--- config.mk ---
export PLATFORM = sky130hd
export DESIGN_NAME = ffba_ctrl
export DESIGN_NICKNAME = d
export VERILOG_FILES = /design/src/hw/rtl/ffba_pkg.sv /design/src/hw/rtl/ffba_ctrl.sv
export SDC_FILE = /design/constraint.sdc
export NUM_CORES = 1
export LEC_CHECK = 0
export ABC_AREA = 0
export BUFFER_PORTS_ARGS = -buffer_cell sky130_fd_sc_hd__buf_2
export CAP_MARGIN = 20
export CORE_AREA = 4 4 41 43
export DETAILED_ROUTE_END_ITERATION = 10
export DIE_AREA = 0 0 45 47
export PLACE_DENSITY = 0.63
export SETUP_SLACK_MARGIN = 0.5
export SLEW_MARGIN = 10
export SYNTH_ARGS = -nofsm -noshare
export SYNTH_HDL_FRONTEND = slang
export SYNTH_SLANG_ARGS = --single-unit
--- constraint.sdc ---
create_clock -name clk -period 1.15 [get_ports clk]
set_input_delay 0.115 -clock clk [delete_from_list [all_inputs] [get_ports clk]]
set_output_delay 0.115 -clock clk [all_outputs]
set_load 0.03 [all_outputs]
--- src/hw/rtl/ffba_pkg.sv ---
package ffba_pkg;

    // Pool geometry
    localparam int POOL_BYTES   = 4096;
    localparam int HEADER_BYTES = 12;
    localparam int ADDR_W       = $clog2(POOL_BYTES);
    localparam int END_IDX      = POOL_BYTES - HEADER_BYTES;

    // Word field widths
    localparam int OP_W   = 2;
    localparam int REQ_W  = ADDR_W + 1;
    localparam int FREE_W = ADDR_W + 1;
    localparam int FREE_MAX = (1 << FREE_W) - 1;

    // Internal arithmetic widths
    localparam int END_W = ADDR_W + 2;
    localparam int GAP_W = ADDR_W + 3;

    // Operation codes
    localparam logic [OP_W-1:0] OP_ALLOC = 2'd0;
    localparam logic [OP_W-1:0] OP_FREE  = 2'd1;
    localparam logic [OP_W-1:0] OP_QUERY = 2'd2;

    // Header write selections
    localparam int WR_W = 3;
    localparam logic [WR_W-1:0] WR_NONE   = 3'd0;
    localparam logic [WR_W-1:0] WR_INIT0  = 3'd1;
    localparam logic [WR_W-1:0] WR_INIT1  = 3'd2;
    localparam logic [WR_W-1:0] WR_ALLOC1 = 3'd3;
    localparam logic [WR_W-1:0] WR_ALLOC2 = 3'd4;
    localparam logic [WR_W-1:0] WR_FREE   = 3'd5;

    typedef struct packed {
        logic            load;
        logic            eval;
        logic            step;
        logic            rd_next;
        logic            grant;
        logic            out_load;
        logic [WR_W-1:0] wr_sel;
    } ctrl_cmd_t;

    typedef struct packed {
        logic [OP_W-1:0] op;
        logic            fits;
        logic            walk_last;
    } dp_sts_t;

endpackage

--- src/hw/rtl/ffba_ctrl.sv ---
module ffba_ctrl (
    input  logic                clk,
    input  logic                rst_n,
    input  logic                in_valid,
    output logic                in_ready,
    output logic                out_valid,
    input  logic                out_ready,
    input  ffba_pkg::dp_sts_t   sts,
    output ffba_pkg::ctrl_cmd_t cmd
);
    import ffba_pkg::*;

    localparam logic [3:0] S_INIT0    = 4'd0;
    localparam logic [3:0] S_INIT1    = 4'd1;
    localparam logic [3:0] S_IDLE     = 4'd2;
    localparam logic [3:0] S_LAUNCH   = 4'd3;
    localparam logic [3:0] S_WALK_EV  = 4'd4;
    localparam logic [3:0] S_WALK_CK  = 4'd5;
    localparam logic [3:0] S_ALLOC_W1 = 4'd6;
    localparam logic [3:0] S_ALLOC_W2 = 4'd7;
    localparam logic [3:0] S_FREE_EV  = 4'd8;
    localparam logic [3:0] S_FREE_WR  = 4'd9;
    localparam logic [3:0] S_RESP     = 4'd10;

    logic [3:0] state_reg, state_next;
    logic       out_valid_reg, out_valid_next;
    logic       slot_free;

    assign in_ready  = (state_reg == S_IDLE);
    assign out_valid = out_valid_reg;
    assign slot_free = !out_valid_reg || out_ready;

    always_comb
    begin
        state_next = state_reg;
        cmd        = '0;
        cmd.wr_sel = WR_NONE;
        case (state_reg)
            S_INIT0:
            begin
                cmd.wr_sel = WR_INIT0;
                state_next = S_INIT1;
            end
            S_INIT1:
            begin
                cmd.wr_sel = WR_INIT1;
                state_next = S_IDLE;
            end
            S_IDLE:
            begin
                if (in_valid)
                begin
                    cmd.load = 1'b1;
                    state_next = S_LAUNCH;
                end
            end
            S_LAUNCH:
            begin
                if (sts.op == OP_FREE)
                begin
                    state_next = S_FREE_EV;
                end
                else if (sts.op == OP_ALLOC || sts.op == OP_QUERY)
                begin
                    state_next = S_WALK_EV;
                end
                else
                begin
                    state_next = S_RESP;
                end
            end
            S_WALK_EV:
            begin
                cmd.eval   = 1'b1;
                state_next = S_WALK_CK;
            end
            S_WALK_CK:
            begin
                if (sts.op == OP_ALLOC && sts.fits)
                begin
                    state_next = S_ALLOC_W1;
                end
                else
                begin
                    cmd.step    = 1'b1;
                    cmd.rd_next = 1'b1;
                    state_next  = sts.walk_last ? S_RESP : S_WALK_EV;
                end
            end
            S_ALLOC_W1:
            begin
                cmd.wr_sel = WR_ALLOC1;
                cmd.grant  = 1'b1;
                state_next = S_ALLOC_W2;
            end
            S_ALLOC_W2:
            begin
                cmd.wr_sel = WR_ALLOC2;
                state_next = S_RESP;
            end
            S_FREE_EV:
            begin
                cmd.eval   = 1'b1;
                state_next = S_FREE_WR;
            end
            S_FREE_WR:
            begin
                cmd.wr_sel = WR_FREE;
                state_next = S_RESP;
            end
            S_RESP:
            begin
                if (slot_free)
                begin
                    cmd.out_load = 1'b1;
                    state_next   = S_IDLE;
                end
            end
            default:
            begin
                state_next = S_IDLE;
            end
        endcase
    end

    always_comb
    begin
        out_valid_next = out_valid_reg && !out_ready;
        if (cmd.out_load)
        begin
            out_valid_next = 1'b1;
        end
    end

    always_ff @(posedge clk or negedge rst_n)
    begin
        if (!rst_n)
        begin
            state_reg     <= S_INIT0;
            out_valid_reg <= 1'b0;
        end
        else
        begin
            state_reg     <= state_next;
            out_valid_reg <= out_valid_next;
        end
    end

    a_no_result_overwrite: assert property (@(posedge clk) disable iff (!rst_n)
        cmd.out_load |-> (!out_valid_reg || out_ready))
        else $error("pending result overwritten");

    a_fit_allocates: assert property (@(posedge clk) disable iff (!rst_n)
        (state_reg == S_WALK_CK && sts.op == OP_ALLOC && sts.fits)
            |=> state_reg == S_ALLOC_W1 ##1 state_reg == S_ALLOC_W2)
        else $error("fitting gap did not lead to an allocation");

    a_result_after_work: assert property (@(posedge clk) disable iff (!rst_n)
        cmd.load |=> !out_valid_reg || $past(out_valid_reg))
        else $error("result raised straight after accepting a word");

endmodule
==> flow_summary.ini, run 1 <==
[routing]
routed_wl_mm = 1.50
wl_per_cell_um = 14.9
via_per_inst = 5.09
dr_total_vias = 514
drcViolationCount = 0
ant_nets = 0
drt_pre_antenna_iters = 4
drt_iter0_markers = 2

[timing]
fmax_mhz = 652
fin_crit_sh = 1.33
worstMarginPinSlew_ns = 0.267
setup-violations-final = 13
setup_ws_ns = -0.384
period_minus_slack_ns = 1.53
rsz0062_at_grt = true
drv_slew = 0
hold_violations = 0
slew_headroom = 0.821
clock_skew_ns = 0.000873

[clock_tree]
cts_buffer_depth = 2
cts_root_buffer = clkbuf_4
worst_skew_pair.late_latency_ns = 0.24
path_clk_slew_ns = 0.04
cts.htree.levels = 1
clock-sinks = 5
numCtsBuffers = 3
tritoncts = yes

[global_route]
grt_max_degree = 10
grt_pass1_wl_mm = 2.45
grt_pass1_vias = 559
gr-usage-all-layers = 0.157
overflow = 0
antenna_found_initial = 0

[place]
pre_cts_ws_ns = -0.175
dp_hpwl_mm = 1.04
gp_congestion = 0.773
port_buffers = 18

[yosys]
async_flop_share = 1.00
synthTopCellsByArea = dfrtp_1 28%, buf_4 8.5%, nand2b_1 7.0%
synth_edf_count = 0
ys.flop_type = dfrtp_1
ys_ff_latch = 5
syn_nets = 58
ys_top_cells_by_count = 5 x buf_4, 5 x dfrtp_1, 5 x nand2b_1
syn_area_per_cell_um2 = 8.88
seq_area_frac_synth = 0.282
synth.largest_area_cell = dfrtp_1
synth_top_area_share = 0.282
netlist_area_um2 = 444
synth_cell_types = 32
ys_warn_count = 0
syn_inst = 50

[layout]
num-nets-final = 95
fillers = 102
multi_input_area_um2 = 402
areaGrowthSynthToFinish_pct = 111
drive_gt1_frac = 0.721
largest_register_ffs = 4
antenna_cells = 0
regArea_um2 = 128

[critical_path]
crit_slowest_cell = dfrtp_1
crit_family = simple AND/OR/NAND/NOR gates
end_kind = primary output
required_ns = 1.03
cp_slowest_stage_delay_ns = 0.41
critical_path_class = register to primary output
path_cells = or2b_1 -> or2_1 -> a21oi_4 -> buf_6
worstSetupStartpointType = register
arrival_ns = 1.42
cp_max_fo = 4
path_buf_inv = 1

[power_and_ir_drop]
power_density_mw_per_mm2 = 2790
p_leak_nw = 0.401
total_power_mw = 2.61
ir_worst_vdd_v = 0.00152

[flow_run]
maxCapViolations = 0

[floorplan]
die-area_mm2 = 0.00212
pin_count = 19
die_h_um = 47
die_x_um = 45
initial_utilization = 0.341
rows = 13
coreArea_mm2 = 0.00130

[min_path]
hold_path.class = input port to register

[status]
run_status = finished, violations left
violations = setup timing
-- cell type report --
| type | instances | share of cell area |
|---|---|---|
| Clock buffer | 4 | 0.0281 |
| Inverter | 3 | 0.0174 |
| Multi-Input combinational cell | 37 | 0.429 |
| Sequential cell | 5 | 0.136 |
| Tap cell | 15 | 0.0201 |
| Timing Repair Buffer | 37 | 0.369 |
-- routing by layer --
layer	part of all wire	wire [um]	vias to the layer above	track usage
li1	-	-	256	-
met1	0.44	655	245	0.197
met2	0.52	788	13	0.277
met3	0.038	57	0	0.0345
met4	0	0	0	0.0351
met5	0	0	-	0
-- cells by family (layout without fill, tap and decap cells) --
logic type,Yosys count,in the layout,share of synthesized area
AND/OR/NAND/NOR,23,23,0.377
AO/OA/AOI/OAI,12,12,0.189
buffers and inverters,8,44,0.110
flip-flops,5,5,0.282
XOR/XNOR,1,1,0.0197
multiplexers,1,1,0.0225
-- where the power goes --
part,internal [mW],switching [mW],leakage (nW)
Sequential,0.257,0.0966,0.0608
Combinational,1.03,1.03,0.326
Clock,0.131,0.0691,0.0150
-- path summary, 6_finish.rpt --
path | cells past startpoint | endpoint | slack (ns) | from
worst max-delay path | 4 | cmd[1] | -0.38 | state_reg[0]$_DFFE_PN0P_
worst min-delay path | 2 | state_reg[3]$_DFFE_PN0P_ | 0.17 | sts[0]
worst max register to register | 6 | state_reg[3]$_DFFE_PN0P_ | -0.17 | state_reg[3]$_DFFE_PN0P_
worst min register to register | 2 | out_valid$_DFF_PN0_ | 0.57 | out_valid$_DFF_PN0_
max in group asynchronous | 2 | state_reg[1]$_DFFE_PN0P_ | 0.78 | rst_n
min in group asynchronous | 2 | state_reg[2]$_DFFE_PN0P_ | 0.22 | rst_n
-- metrics by stage --
step                      hold slack [ns]  area (um^2)  setup TNS [ns]   util  cells
after global placement            -0.0660          676          -0.865  0.519     88
after global routing                0.170          936           -4.02  0.719    101
final                               0.170          936           -3.08  0.719    101
after detailed placement          -0.0620          676          -0.951  0.519     88
after floorplan                    -0.181          541          -0.916      -     50
after CTS                           0.149          903           -2.76  0.694     99
-- what timing repair did --
| action | 4_1_cts | 5_1_grt |
|---|---|---|
| pin swaps | 12 | 4 |
| endpoints found under the hold margin | 5 | 0 |
| endpoints found under the setup margin | 16 | 16 |
| buffers inserted | 6 | 2 |
| gates resized for setup | 44 | 4 |
| hold buffers | 1 | 0 |
-- cell usage in the layout, fill, tap and decap left out --
cell | synthesis | layout
mux2i_1 | 1 | 1
dfrtp_2 | 0 | 2
nand2b_4 | 0 | 3
a31oi_1 | 1 | 1
clkbuf_4 | 0 | 3
nand2b_1 | 5 | 2
nor2_4 | 0 | 1
nand2_1 | 1 | 1
dlygate4sd3_1 | 0 | 1
inv_1 | 2 | 1
a21oi_4 | 0 | 1
or2_1 | 1 | 1
nor3b_4 | 1 | 1
nor2b_1 | 1 | 1
a211oi_4 | 0 | 1
a21oi_2 | 0 | 1
a221o_1 | 1 | 1
nor3b_2 | 0 | 1
buf_2 | 0 | 7
dfrtp_1 | 5 | 3
and2_4 | 0 | 2
o32ai_4 | 0 | 1
nand3b_2 | 1 | 1
nor3_4 | 0 | 3
xor2_1 | 1 | 1
clkbuf_1 | 0 | 1
nand3_1 | 1 | 1
o21ai_2 | 0 | 1
nand4b_1 | 2 | 2
nor4bb_2 | 0 | 1
a311o_1 | 1 | 1
o22ai_2 | 0 | 1
or2b_1 | 1 | 1
o21ai_1 | 0 | 1
nand4_1 | 1 | 1
o211ai_1 | 1 | 1
buf_4 | 5 | 7
o31ai_1 | 1 | 1
buf_6 | 0 | 22
inv_4 | 0 | 2
No activity file was read; power rests on OpenSTA's default activity.
==> run 2, diff against run 1 <==
--- a/config.mk
+++ b/config.mk
@@ -11,7 +11,7 @@
 export CORE_AREA = 4 4 41 43
 export DETAILED_ROUTE_END_ITERATION = 10
 export DIE_AREA = 0 0 45 47
-export PLACE_DENSITY = 0.63
+export PLACE_DENSITY = 0.65
 export SETUP_SLACK_MARGIN = 0.5
 export SLEW_MARGIN = 10
 export SYNTH_ARGS = -nofsm -noshare
==> run 2 against run 1 <==
Compared with the run above:
- the run still ends with setup timing left
- worst setup slack improved by 0.040 ns
- fmax rose by 2.7%
- sequential power barely moved
- largest cell class unchanged
- largest power group unchanged
- highest routed layer unchanged
==> flow_summary.ini, run 2 (synthesized netlist as in run 1, its figures left out) <==
[global_route]
grt_max_degree = 8
gr-usage-all-layers = 0.140
grt_pass1_wl_mm = 2.07
grt_pass1_vias = 476
antenna_found_initial = 0
overflow = 0

[layout]
areaGrowthSynthToFinish_pct = 80.3
layout_commonest_cell = buf_4
post-route-util = 0.615
num-nets-final = 90
mostFrequentLayoutCells = 15 x buf_4, 9 x buf_2, 7 x buf_6, 4 x dfrtp_1, 3 x clkbuf_4
fin_cells = 96
largest_register_ffs = 4
drive_gt1_frac = 0.617
antenna_cells = 0

[place]
gp_congestion = 0.786
pre_cts_ws_ns = -0.135
port_buffers = 18
dp_hpwl_um = 951
dpl.cell_count = 91

[clock_tree]
tritoncts = yes
worst_skew_pair.late_latency_ns = 0.24
cts_root_buffer = clkbuf_4
cts.htree.levels = 1
clock-sinks = 5
path_clk_slew_ns = 0.05
cts_buffer_depth = 2
numCtsBuffers = 3

[critical_path]
critical_path_class = register to primary output
end_kind = primary output
required_ns = 1.03
arrival_ns = 1.38
cp_max_fo = 4
worstSetupStartpointType = register

[floorplan]
initial_utilization = 0.341
die_h_um = 47
coreArea_mm2 = 0.00130
pin_count = 19
rows = 13
die_x_um = 45
die-area_mm2 = 0.00212

[routing]
routed_wl_mm = 1.21
drt_pre_antenna_iters = 4
drt_iter0_markers = 4
drcViolationCount = 0
dr_total_vias = 488
wl_per_cell_um = 12.6
ant_nets = 0
via_per_inst = 5.08

[timing]
hold_violations = 0
clock_skew_ns = 0.00766
setup-violations-final = 12
fin_crit_sh = 1.30
worstMarginPinSlew_ns = 0.263
rsz0062_at_grt = true
period_minus_slack_ns = 1.49
fmax_mhz = 669
slew_headroom = 0.825
drv_slew = 0
setup_ws_ns = -0.344

[flow_run]
maxCapViolations = 0

[power_and_ir_drop]
power_density_mw_per_mm2 = 2790
p_leak_nw = 0.365
ir_worst_vdd_v = 0.00150
total_power_mw = 2.23

[min_path]
hold_path.class = input port to register

[status]
run_status = finished, violations left
violations = setup timing
## run 2: power breakdown
| group | switching (mW) | internal [mW] |
|---|---|---|
| Sequential | 0.0967 | 0.253 |
| Clock | 0.0696 | 0.131 |
| Combinational | 0.882 | 0.798 |
| Total | 1.05 | 1.18 |
## run 2: area by class of cell
class                      instances  area (um^2)
clock buffer                       4         26.3
fill                             120          500
sequential                         5          126
inverter                           3         13.8
timing repair buffer              32          246
tap                               15         18.8
multi-input combinational         37          369
## run 2: routing by layer
layer,vias to the layer above,wire [um],track usage
met4,0,0,0.0351
met1,226,505,0.164
met2,16,633,0.237
li1,246,-,-
met3,0,73,0.0575
met5,-,0,0
## run 2: timing repair
action	CTS	global route
hold buffers	1	0
gates resized for setup	19	1
endpoints found under the hold margin	5	0
setup buffers	0	0
setup endpoints to repair	16	16
pin swaps	2	0
## run 2: path summary, 6_finish.rpt
path | startpoint | to | slack [ns] | cells past startpoint
max in group asynchronous | rst_n | state_reg[3]$_DFFE_PN0P_ | 0.79 | 2
min in group asynchronous | rst_n | out_valid$_DFF_PN0_ | 0.22 | 2
hold / removal | sts[0] | state_reg[3]$_DFFE_PN0P_ | 0.15 | 2
setup reg to reg | state_reg[1]$_DFFE_PN0P_ | state_reg[3]$_DFFE_PN0P_ | -0.06 | 3
setup / recovery | state_reg[0]$_DFFE_PN0P_ | cmd[1] | -0.34 | 4
hold reg to reg | out_valid$_DFF_PN0_ | out_valid$_DFF_PN0_ | 0.57 | 2
## run 2: critical path: stages, from the launching register on
cell and delay (ns):
dfrtp_1 0.39, or2b_1 0.24, or2_1 0.24, a21oi_4 0.13, buf_6 0.14
## run 2: through the flow
stage,setup TNS (ns),area (um^2),hold WS [ns]
2_1_floorplan,-0.916,541,-0.181
3_3_place_gp,-0.749,698,-0.0691
3_5_place_dp,-0.772,698,-0.0676
4_1_cts,-2.93,797,0.139
5_1_grt,-3.81,801,0.149
6_report,-2.77,801,0.147
